==> src/rtl/bole_pkg.sv <==
`timescale 1ns / 1ps
// ----------------------------------------------------------------------------
// bole_pkg: shared types for the bounded ordered list engine
// command and result words, status codes and cell control
// ----------------------------------------------------------------------------
package bole_pkg;

  localparam int unsigned ListDepthDef = 32;
  localparam int unsigned ValW         = 32;
  localparam int unsigned PosW         = 6;
  // wide enough for a position, the count and the count at full depth
  localparam int unsigned CmpW         = PosW + 1;

  typedef enum logic [3:0] {
    FN_INS_FRONT = 4'd0,
    FN_INS_END   = 4'd1,
    FN_INS_POS   = 4'd2,
    FN_DEL_FRONT = 4'd3,
    FN_DEL_END   = 4'd4,
    FN_DEL_POS   = 4'd5,
    FN_SEARCH    = 4'd6,
    FN_READ_FWD  = 4'd7,
    FN_READ_BACK = 4'd8
  } func_e;

  typedef enum logic [2:0] {
    STS_OK       = 3'd0,
    STS_EMPTY    = 3'd1,
    STS_BADPOS   = 3'd2,
    STS_FULL     = 3'd3,
    STS_NOTFOUND = 3'd4
  } status_e;

  typedef struct packed {
    func_e                  func;
    logic signed [ValW-1:0] value;
    logic [PosW-1:0]        position;
  } cmd_t;

  typedef struct packed {
    status_e                status;
    logic [PosW-1:0]        found_index;
    logic signed [ValW-1:0] entry_value;
    logic                   last;
  } res_t;

  typedef enum logic [2:0] {
    OP_HOLD,
    OP_INS,
    OP_DEL,
    OP_ROTL,
    OP_ROTR
  } cell_op_e;

  typedef struct packed {
    cell_op_e               op;
    logic [CmpW-1:0]        pos;
    logic [CmpW-1:0]        cnt;
    logic [CmpW-1:0]        last_idx;
    logic signed [ValW-1:0] value;
  } cell_ctrl_t;

  typedef enum logic [1:0] {
    ST_IDLE,
    ST_SEARCH,
    ST_READ
  } state_e;

endpackage

==> src/rtl/bole_cell.sv <==
`timescale 1ns / 1ps
// ----------------------------------------------------------------------------
// bole_cell: one list slot
// holds one entry, shifts for insert and delete, rotates for readout
// ----------------------------------------------------------------------------
module bole_cell #(
  parameter int unsigned IDX = 0
) (
  input  logic                            clk_i,
  input  bole_pkg::cell_ctrl_t            ctrl_i,
  input  logic signed [bole_pkg::ValW-1:0] left_i,
  input  logic signed [bole_pkg::ValW-1:0] right_i,
  input  logic signed [bole_pkg::ValW-1:0] head_i,
  input  logic signed [bole_pkg::ValW-1:0] tail_i,
  output logic signed [bole_pkg::ValW-1:0] val_o,
  output logic                            match_o
);
  import bole_pkg::*;

  localparam logic [CmpW-1:0] IdxC = CmpW'(IDX);

  logic signed [ValW-1:0] val_q, val_d;

  always_comb begin
    val_d = val_q;
    unique case (ctrl_i.op)
      OP_HOLD: val_d = val_q;
      OP_INS: begin
        if (IdxC > ctrl_i.pos) begin
          val_d = left_i;
        end else if (IdxC == ctrl_i.pos) begin
          val_d = ctrl_i.value;
        end
      end
      OP_DEL: begin
        if (IdxC >= ctrl_i.pos) begin
          val_d = right_i;
        end
      end
      // front leaves at the head, wraps in at the tail slot
      OP_ROTL: val_d = (IdxC == ctrl_i.last_idx) ? head_i : right_i;
      OP_ROTR: val_d = (IdxC == '0) ? tail_i : left_i;
      default: val_d = val_q;
    endcase
  end

  always_ff @(posedge clk_i) begin
    val_q <= val_d;
  end

  assign val_o   = val_q;
  assign match_o = (val_q == ctrl_i.value) && (IdxC < ctrl_i.cnt);

endmodule

==> src/rtl/bounded_ordered_list_engine.sv <==
`timescale 1ns / 1ps
// ----------------------------------------------------------------------------
// bounded_ordered_list_engine: positional list of signed words in a cell row
// insert and delete: result word the cycle after start, busy stays low
// search: compare in every cell (registered), then first-match encode, busy 1 cycle
// readout: one word per cycle from the head or tail cell while
//   the row rotates; busy until the last word, receiver cannot stall
// reset: rst_ni async low clears count and control; cell contents are not reset
// ----------------------------------------------------------------------------
module bounded_ordered_list_engine #(
  parameter int unsigned LIST_DEPTH = bole_pkg::ListDepthDef
) (
  input  logic           clk_i,
  input  logic           rst_ni,
  input  logic           start,
  output logic           busy,
  input  bole_pkg::cmd_t cmd_i,
  output logic           result_valid_o,
  output bole_pkg::res_t result_o
);
  import bole_pkg::*;

  localparam int unsigned CntW = $clog2(LIST_DEPTH + 1);
  localparam int unsigned IdxW = $clog2(LIST_DEPTH);
  localparam logic [CmpW-1:0] DepthC = CmpW'(LIST_DEPTH);

  state_e            state_q, state_d;
  logic [CntW-1:0]   count_q, count_d;
  logic [CntW-1:0]   rd_cnt_q, rd_cnt_d;
  logic              rd_back_q, rd_back_d;
  logic [LIST_DEPTH-1:0] match_q;
  logic [LIST_DEPTH-1:0] match_w;
  res_t              result_q, result_d;
  logic              valid_q, valid_d;

  cell_ctrl_t        ctrl;
  logic signed [ValW-1:0] cell_val [LIST_DEPTH];
  logic signed [ValW-1:0] head_val, tail_val;

  logic              accept;
  logic [CmpW-1:0]   cnt_ext, last_idx, pos_ext;
  logic              rd_last;
  logic              hit;
  logic [PosW-1:0]   hit_idx;

  assign accept   = start && !busy;
  assign busy     = (state_q != ST_IDLE);
  assign cnt_ext  = CmpW'(count_q);
  assign last_idx = cnt_ext - CmpW'(1);
  assign pos_ext  = CmpW'(cmd_i.position);
  assign rd_last  = (CmpW'(rd_cnt_q) == last_idx);

  // head and tail of the live part of the row
  assign head_val = cell_val[0];
  assign tail_val = cell_val[last_idx[IdxW-1:0]];

  // row of cells
  for (genvar i = 0; i < LIST_DEPTH; i++) begin : g_cell
    logic signed [ValW-1:0] left_w, right_w;
    if (i == 0) begin : g_first
      assign left_w = '0;
    end else begin : g_left
      assign left_w = cell_val[i-1];
    end
    if (i == LIST_DEPTH - 1) begin : g_end
      assign right_w = '0;
    end else begin : g_right
      assign right_w = cell_val[i+1];
    end
    bole_cell #(
      .IDX (i)
    ) u_cell (
      .clk_i   (clk_i),
      .ctrl_i  (ctrl),
      .left_i  (left_w),
      .right_i (right_w),
      .head_i  (head_val),
      .tail_i  (tail_val),
      .val_o   (cell_val[i]),
      .match_o (match_w[i])
    );
  end

  // first match over the registered compare vector
  always_comb begin
    hit     = 1'b0;
    hit_idx = '0;
    for (int k = LIST_DEPTH - 1; k >= 0; k--) begin
      if (match_q[k]) begin
        hit     = 1'b1;
        hit_idx = PosW'(k);
      end
    end
  end

  // next state
  always_comb begin
    state_d = state_q;
    unique case (state_q)
      ST_IDLE: begin
        if (accept) begin
          if (cmd_i.func == FN_SEARCH) begin
            state_d = ST_SEARCH;
          end else if ((cmd_i.func == FN_READ_FWD || cmd_i.func == FN_READ_BACK)
                       && count_q != '0) begin
            state_d = ST_READ;
          end
        end
      end
      ST_SEARCH: state_d = ST_IDLE;
      ST_READ:   state_d = rd_last ? ST_IDLE : ST_READ;
      default:   state_d = ST_IDLE;
    endcase
  end

  // datapath control and result word
  always_comb begin
    ctrl          = '0;
    ctrl.op       = OP_HOLD;
    ctrl.cnt      = cnt_ext;
    ctrl.last_idx = last_idx;
    ctrl.value    = cmd_i.value;
    count_d       = count_q;
    rd_cnt_d      = rd_cnt_q;
    rd_back_d     = rd_back_q;
    valid_d       = 1'b0;
    result_d      = '0;
    result_d.status = STS_OK;
    result_d.last = 1'b1;

    unique case (state_q)
      ST_IDLE: begin
        if (accept) begin
          valid_d = 1'b1;
          unique case (cmd_i.func)
            FN_INS_FRONT, FN_INS_END, FN_INS_POS: begin
              if (cmd_i.func == FN_INS_FRONT) begin
                ctrl.pos = '0;
              end else if (cmd_i.func == FN_INS_END) begin
                ctrl.pos = cnt_ext;
              end else begin
                ctrl.pos = pos_ext;
              end
              // position check before capacity check
              if (ctrl.pos > cnt_ext) begin
                result_d.status = STS_BADPOS;
              end else if (cnt_ext == DepthC) begin
                result_d.status = STS_FULL;
              end else begin
                ctrl.op = OP_INS;
                count_d = count_q + CntW'(1);
              end
            end
            FN_DEL_FRONT, FN_DEL_END, FN_DEL_POS: begin
              if (cmd_i.func == FN_DEL_FRONT) begin
                ctrl.pos = '0;
              end else if (cmd_i.func == FN_DEL_END) begin
                ctrl.pos = last_idx;
              end else begin
                ctrl.pos = pos_ext;
              end
              if (count_q == '0) begin
                result_d.status = STS_EMPTY;
              end else if (ctrl.pos >= cnt_ext) begin
                result_d.status = STS_BADPOS;
              end else begin
                ctrl.op = OP_DEL;
                count_d = count_q - CntW'(1);
              end
            end
            FN_SEARCH: begin
              // compare vector is captured now; the search state encodes and answers
              valid_d = 1'b0;
            end
            FN_READ_FWD, FN_READ_BACK: begin
              if (count_q == '0) begin
                result_d.status = STS_EMPTY;
              end else begin
                valid_d   = 1'b0;
                rd_cnt_d  = '0;
                rd_back_d = (cmd_i.func == FN_READ_BACK);
              end
            end
            default: begin
              // unused codes: plain ok word
              result_d.status = STS_OK;
            end
          endcase
        end
      end
      ST_SEARCH: begin
        valid_d = 1'b1;
        if (hit) begin
          result_d.found_index = hit_idx;
        end else begin
          result_d.status = STS_NOTFOUND;
        end
      end
      ST_READ: begin
        // emit the end cell, then rotate so the next entry takes its place
        valid_d              = 1'b1;
        ctrl.op              = rd_back_q ? OP_ROTR : OP_ROTL;
        result_d.entry_value = rd_back_q ? tail_val : head_val;
        result_d.last        = rd_last;
        rd_cnt_d             = rd_cnt_q + CntW'(1);
      end
      default: begin
        valid_d = 1'b0;
      end
    endcase
  end

  always_ff @(posedge clk_i or negedge rst_ni) begin
    if (!rst_ni) begin
      state_q   <= ST_IDLE;
      count_q   <= '0;
      rd_cnt_q  <= '0;
      rd_back_q <= 1'b0;
      valid_q   <= 1'b0;
    end else begin
      state_q   <= state_d;
      count_q   <= count_d;
      rd_cnt_q  <= rd_cnt_d;
      rd_back_q <= rd_back_d;
      valid_q   <= valid_d;
    end
  end

  always_ff @(posedge clk_i) begin
    result_q <= result_d;
    if (accept) begin
      match_q <= match_w;
    end
  end

  assign result_valid_o = valid_q;
  assign result_o       = result_q;

endmodule
==> config.mk <==
export PLATFORM = sky130hd
export DESIGN_NAME = bounded_ordered_list_engine
export DESIGN_NICKNAME = d
export VERILOG_FILES = /design/src/rtl/bole_pkg.sv /design/src/rtl/bole_cell.sv /design/src/rtl/bounded_ordered_list_engine.sv
export SDC_FILE = /design/constraint.sdc
export NUM_CORES = 2
export LEC_CHECK = 0
export ABC_AREA = 0
export BUFFER_PORTS_ARGS = -buffer_cell sky130_fd_sc_hd__buf_2
export CAP_MARGIN = 20
export CORE_UTILIZATION = 25
export DETAILED_ROUTE_END_ITERATION = 8
export PLACE_DENSITY_LB_ADDON = 0.05
export SETUP_SLACK_MARGIN = 0.05
export SYNTH_ARGS = -nofsm -noshare
export SYNTH_HDL_FRONTEND = slang
export SYNTH_SLANG_ARGS = --single-unit
export TNS_END_PERCENT = 30
==> constraint.sdc <==
create_clock -name clk_i -period 21.6 [get_ports clk_i]
set_input_delay 5.4 -clock clk_i [delete_from_list [all_inputs] [get_ports clk_i]]
set_output_delay 5.4 -clock clk_i [all_outputs]
set_load 0.005 [all_outputs]
* Word-level counts from Yosys, hierarchy flattened
Cells that the tools add are included.
Operators by class: add/sub/neg operators 4, magnitude comparators 99, eq/ne operators 183, muxes and demuxes 273, bitwise operators 4, reductions and logical operators 92
Operator list (count):
- 32-bit 2-to-1 mux | 131
- 32-bit one-hot mux with 4 select lines | 32
- 32-bit equality test | 32
- 5-bit by 7-bit equality test with 1-bit output (first input constant) | 32
- 32-bit binary-select mux with 5-bit select | 1
- 4-bit by 7-bit equality test with 1-bit output (first input constant) | 16
- 5-bit by 7-bit >= comparator with 1-bit output (first input constant) | 16
- 5-bit by 7-bit > comparator with 1-bit output (first input constant) | 16
- 5-bit by 6-bit < comparator with 1-bit output (first input constant) | 16
- 3-bit by 1-bit != test with 1-bit output (second input constant) | 32
- 3-bit AND reduction | 31
- 5-bit 2-to-1 mux | 16
- 2-bit by 1-bit != test with 1-bit output (second input constant) | 33
- 7-bit 2-to-1 mux | 9
- 3-bit by 7-bit equality test with 1-bit output (first input constant) | 8
- 4-bit by 7-bit >= comparator with 1-bit output (first input constant) | 8
- 4-bit by 7-bit > comparator with 1-bit output (first input constant) | 8
- 6-bit 2-to-1 mux | 9
- 4-bit by 6-bit < comparator with 1-bit output (first input constant) | 8
- 1-bit 2-to-1 mux | 38
- 1-bit logical AND | 34
- 33-bit OR reduction | 1
- 4-bit 2-to-1 mux | 8
- 2-bit by 7-bit equality test with 1-bit output (first input constant) | 4
- other kinds (58) | 116
Storage, ports and cells: flip-flop bits (word level) 1114, bits of input ports 45, output and inout port bits 44

* Logic depth before layout (Yosys ltp)
depth in word-level cells 34, mapped depth 24, gate-level depth less buffers 13

* Hierarchy
Synthesis repeated with hierarchy kept, for this count alone.
Second synthesis, totals: cells, all modules 9789, area, all modules 105262.2 um2
Modules (own cells, without submodules):
- bounded_ordered_list_engine | times used 1, cells an instance 1026, area each 12811.0 um2, sequential area each 2182.1 um2
- bole_cell at g_cell[4].u_cell | times used 1, cells an instance 316, area each 3168.0 um2, sequential area each 960.9 um2
- bole_cell at g_cell[20].u_cell | times used 1, cells an instance 278, area each 3139.3 um2, sequential area each 960.9 um2
- bole_cell at g_cell[22].u_cell | times used 1, cells an instance 276, area each 3128.0 um2, sequential area each 960.9 um2
- bole_cell at g_cell[21].u_cell | times used 1, cells an instance 321, area each 3104.2 um2, sequential area each 960.9 um2
- bole_cell at g_cell[10].u_cell | times used 1, cells an instance 360, area each 3059.2 um2, sequential area each 960.9 um2
- bole_cell at g_cell[7].u_cell | times used 1, cells an instance 315, area each 3002.9 um2, sequential area each 960.9 um2
- bole_cell at g_cell[6].u_cell | times used 1, cells an instance 276, area each 2990.4 um2, sequential area each 960.9 um2
- bole_cell at g_cell[11].u_cell | times used 1, cells an instance 274, area each 2979.1 um2, sequential area each 960.9 um2
- bole_cell at g_cell[25].u_cell | times used 1, cells an instance 242, area each 2977.9 um2, sequential area each 960.9 um2
- bole_cell at g_cell[15].u_cell | times used 1, cells an instance 314, area each 2971.6 um2, sequential area each 960.9 um2
- bole_cell at g_cell[14].u_cell | times used 1, cells an instance 277, area each 2966.6 um2, sequential area each 960.9 um2
- bole_cell at g_cell[27].u_cell | times used 1, cells an instance 275, area each 2964.1 um2, sequential area each 960.9 um2
- bole_cell at g_cell[18].u_cell | times used 1, cells an instance 277, area each 2962.8 um2, sequential area each 960.9 um2
- 19 more rows

* Worst setup path after synthesis
Ideal clock, no wire load.
kind input port to flip-flop, start point input port cmd_i[41] (netlist bit), end point register g_cell[15].u_cell.val_q[0] (enable), setup time 0.432 ns, arrival 9.668 ns, setup slack 11.500 ns, cell stages on the path 15, cells stage by stage clkbuf_1 buf_2 or3_1 clkbuf_1 nand2_1 o21ai_0 ha_1 a21oi_1 nand2_1 o22a_1 nor3_2 nor3_2 xnor2_1 clkbuf_1 a21oi_1
On the way: cells in the longest elaborated chain, start to end 15, elaborated cells between the ends (all ways) 38, classes of those cells 4 x order compare; 12 x eq/ne; 17 x mux; 5 x reduce/logical
RTL lines:
- start, declared | line bounded_ordered_list_engine.sv:17 | input bole_pkg::cmd_t cmd_i,
- 4-bit by 3-bit equality test with 1-bit output | line bounded_ordered_list_engine.sv:135, bounded_ordered_list_engine.sv:157
- 7-bit 2-to-1 mux | line bounded_ordered_list_engine.sv:157 | end else if (cmd_i.func == FN_DEL_END) begin
- 7-bit 2-to-1 mux | line bounded_ordered_list_engine.sv:155 | if (cmd_i.func == FN_DEL_FRONT) begin
- 7-bit 2-to-1 mux | line bounded_ordered_list_engine.sv:135 | unique case (cmd_i.func)
- 7-bit 2-to-1 mux | line bounded_ordered_list_engine.sv:133 | if (accept) begin
- 7-bit 2-to-1 mux | line bounded_ordered_list_engine.sv:131 | unique case (state_q)
- 7-bit by 6-bit >= comparator with 1-bit output | line bounded_ordered_list_engine.sv:164 | end else if (ctrl.pos >= cnt_ext) begin
- 2-bit 2-to-1 mux | line bounded_ordered_list_engine.sv:164
- 2-bit 2-to-1 mux | line bounded_ordered_list_engine.sv:162 | if (count_q == '0) begin
- 9-bit one-hot mux with 2 select lines (*) | line bounded_ordered_list_engine.sv:135
- 9-bit 2-to-1 mux (*) | line bounded_ordered_list_engine.sv:133
- 3-bit one-hot mux with 2 select lines | line bounded_ordered_list_engine.sv:131
- 3-bit by 1-bit equality test with 1-bit output (tied with other cells) | line bole_cell.sv:26 | unique case (ctrl_i.op)
- 3-bit by 1-bit != test with 1-bit output (no line) (tied with other cells)
- 3-bit AND reduction (no line) (*)
- end signal, assigned | line bole_cell.sv:48 | val_q <= val_d;
- end, declared | line bole_cell.sv:22 | logic signed [ValW-1:0] val_q, val_d;
Mark *: on every way between the ends. The rest lies on a longest branch, timed or not. The select of a mux whose other input is x is not followed. A chain may end at the register's enable or synchronous reset.

* Worst setup path after layout
start point input port cmd_i[40] (netlist bit), end point register g_cell[0].u_cell.val_q[23] (enable)
On the way: cells in the longest elaborated chain, start to end 15, elaborated cells between the ends (all ways) 39, classes of those cells 4 x order compare; 12 x eq/ne; 17 x mux; 6 x reduce/logical
RTL lines (line):
- 4-bit by 3-bit equality test with 1-bit output | bounded_ordered_list_engine.sv:135, bounded_ordered_list_engine.sv:157
- 7-bit 2-to-1 mux | bounded_ordered_list_engine.sv:157
- 7-bit 2-to-1 mux | bounded_ordered_list_engine.sv:155
- 7-bit 2-to-1 mux | bounded_ordered_list_engine.sv:135
- 7-bit 2-to-1 mux | bounded_ordered_list_engine.sv:133
- 7-bit 2-to-1 mux | bounded_ordered_list_engine.sv:131
- 7-bit by 6-bit >= comparator with 1-bit output | bounded_ordered_list_engine.sv:164
- 2-bit 2-to-1 mux | bounded_ordered_list_engine.sv:164
- 2-bit 2-to-1 mux | bounded_ordered_list_engine.sv:162
- 9-bit one-hot mux with 2 select lines (*) | bounded_ordered_list_engine.sv:135
- 9-bit 2-to-1 mux (*) | bounded_ordered_list_engine.sv:133
- 3-bit one-hot mux with 2 select lines | bounded_ordered_list_engine.sv:131
- 3-bit by 1-bit equality test with 1-bit output (tied with other cells) | bole_cell.sv:26
- 3-bit by 1-bit != test with 1-bit output (no line) (tied with other cells)
- 4-bit AND reduction (no line) (*)
- end signal, assigned | bole_cell.sv:48
- end, declared | bole_cell.sv:22
Marked as above.

==> results.yml <==
run_status:
  outcome: "finished with violations"
  violations: "DRC"
sta:
  setup_slack_ns: 11.35
  timing.final.crit_period_ns: 10.25
  hold_viol: 0
  hold_ws_ns: 0.559
  worstMarginPinSlew_ns: 1.28
  max_slew_margin_pct: 14.5
  finalCritPeriodShare_pct: 47.4
  finalSetupViolCount: 0
  clock-skew-final_ns: 0.0520
  fmax_mhz: 97.6
  drv_slew: 0
  rsz0062_at_grt: "no"
  finalSetupTns_ns: 0
floorplan:
  ioPinCount: 89
  die_h_um: 565
  fp.dieW_um: 565
  start_util_pct: 25.1
  rows: 206
  die_area_um2: 319000
  coreArea_um2: 315000
clock_tree:
  cts_buffer_depth: 4
  cts.sinks: 1113
  clk_pin_slew_ns: 0.06
  htreeDepth: 4
  root_buffer: "clkbuf_16"
  cts_resized: 0
  cts_tree: "yes"
  cts-buffers-inserted: 166
  insertion_delay_ns: 0.91
  cts_hold_buf: 0
  postCtsSetupRepairBufs: 0
drt:
  firstDrtPassIters: 9
  post-route-drc-count: 9
  drt_iter0_drc: 16851
  ant_nets: 0
  vias: 78741
  wl_per_cell_um: 55.9
  vias_per_cell: 6.99
  drt_wl_total_mm: 629
setup_path:
  end_kind: "flop"
  timing.critical_path.from: "cmd_i[40]"
  cp-endpoint: "g_cell[0].u_cell.val_o[23]"
  r2r_end: "result_o[4]"
  worst_ep_arrival_time_ns: 10.77
  rr_worst_depth: 10
  critPathMaxFanout: 42
  startpoint_type: "input port"
  crit_type: "in -> reg"
  r2r-start: "count_q[1]"
  reg2reg_slack_ns: 14.16
  worstPathRequired_ns: 22.12
finish:
  fill_cells: 32511
  final_cell_mix: "edfxtp_1 (1056), xor2_1 (629), a221o_1 (560), a22o_1 (479), buf_4 (455)"
  final_area_um2: 91500
  layout_commonest_cell: "edfxtp_1"
  drive_gt1_share_pct: 18.3
  synthToLayoutAreaGrowth_pct: 15.5
  layout.nets: 6986
  multiInputGateArea_um2: 42700
  regArea_um2: 32900
flow_run:
  maxCapViolations: 0
global_routing:
  grt_use_total_pct: 38.1
  grt_pass1_vias: 71389
  grt_antenna_before_repair: 92
  grt-ovfl-total: 0
  grt_max_degree: 97
  grt_pass1_wl_mm: 798
place:
  place_ws_ns: 10.55
  portBuffers: 87
  place_congestion: 0.989
  hpwl_mm: 441
  placed_cell_area_um2: 86200
logic_synthesis:
  yosysSeqAreaShare_pct: 41.6
  synth_area_um2: 79200
  async_reset_ff_share_pct: 1.44
  syn-num-nets: 7185
  syn_inst: 7117
  ys_types: 87
  synth_edf_count: 1056
  synth-seq-cells: 1113
  yosys_warnings: 0
  syn_avg_cell_area_um2: 11.1
  synth_ff_type: "edfxtp_1"
worst_hold_path:
  holdCritPathClass: "reg -> reg"
power_and_ir_drop:
  vdd_drop_max_v: 0.000112
  p_total_uw: 20100
  p_leak_uw: 0.0313
  power_density_nw_per_um2: 219
-- cell type report --
class	instances	share of cell area, %
inverter	313	1.28
clock inverter	54	0.327
clock buffer	234	5.18
sequential	1113	36.0
antenna	60	0.164
multi-input combinational	4786	46.7
tap	4160	5.69
timing repair buffer	538	4.67
-- through the flow --
step	instances	utilization (%)
2_1_floorplan	7117	-
3_3_place_gp	10882	27.2
3_5_place_dp	10905	27.4
4_1_cts	11193	29.0
5_1_grt	11206	29.0
6_report	11258	29.0
-- synth_stat cells, types with 36 or more instances --
library cell     n  area share [%]
o211ai_1       107             1.0
nand3_1        180             1.1
nand4_1        126             1.0
nor4_1         187             1.5
a221o_1        560             7.1
buf_2           72            0.46
nor3b_1         36            0.34
dfxtp_1         41             1.0
xnor2_1        409             4.5
nor3_1          50            0.32
a22o_1         479             5.3
xor2_1         630             7.0
inv_1          312             1.5
mux4_2         320             9.1
edfxtp_1      1056              40
a22oi_1         72            0.68
a21o_1          37            0.35
a222oi_1       378             4.8
nand2_1        229             1.1
o21ai_0        408             2.6
clkbuf_1       694             3.3
o21ai_1         41            0.26
nor2_1         144            0.68
a21oi_1        114            0.72
buf_1          137            0.65
-- metal layers --
metal | wire [um] | GRT usage, % | vias up
met1 | 250000 | 50.6 | 41694
met5 | 249 | 0 | -
met4 | 42700 | 21.6 | 40
met2 | 254000 | 53.3 | 7201
met3 | 82300 | 13.4 | 1236
li1 | - | - | 28570
-- registers in the layout (all words and copies together) (netlist names) --
signal and count:
result_o 41, rd_back_q 1, rd_cnt_q 6, g_cell.u_cell.val_o 1024
match_q 32, state_q 2, count_q 6, result_valid_o 1
-- cells by family after synthesis --
group	synth area share, %
fa+ha+maj	0.363
compound gates	24.5
flops	41.6
other cells	0.00474
mux	9.36
xor+xnor	11.5
simple gates	6.76
buf+inv	5.90
-- worst min path at each step --
stage                      startpoint            to  slack [ns]  cells after the start
after detailed placement  rd_cnt_q[5]   rd_cnt_q[5]        0.55                      2
after global placement    rd_cnt_q[5]   rd_cnt_q[5]        0.54                      2
after global routing      rd_cnt_q[5]   rd_cnt_q[5]        0.58                      2
after floorplan            match_q[2]  result_o[34]        0.48                      2
after CTS                 rd_cnt_q[5]   rd_cnt_q[5]        0.56                      2
final                      match_q[2]  result_o[34]        0.56                      2
-- worst max-delay path: stages --
cell and delay, ns:
buf_2 0.20, or3_1 0.58, o21ai_0 0.28, ha_1 0.31, a21oi_1 0.17, nand2_1 0.08, o22a_1 0.36, nor3_4 0.19
buf_4 0.54, nor2_1 0.20, nor2_4 0.63, buf_4 0.77, o2bb2ai_4 0.40, buf_4 0.55
-- report_power, final --
group          internal [uW]  switching, uW  leakage [uW]  total [uW]
clock network           1530           1190       0.00247        2720
registers               4170           2370        0.0115        6540
logic                   3280           7510        0.0173       10800
total                   8990          11100        0.0313       20100
Power figures use the tool's default switching activity.
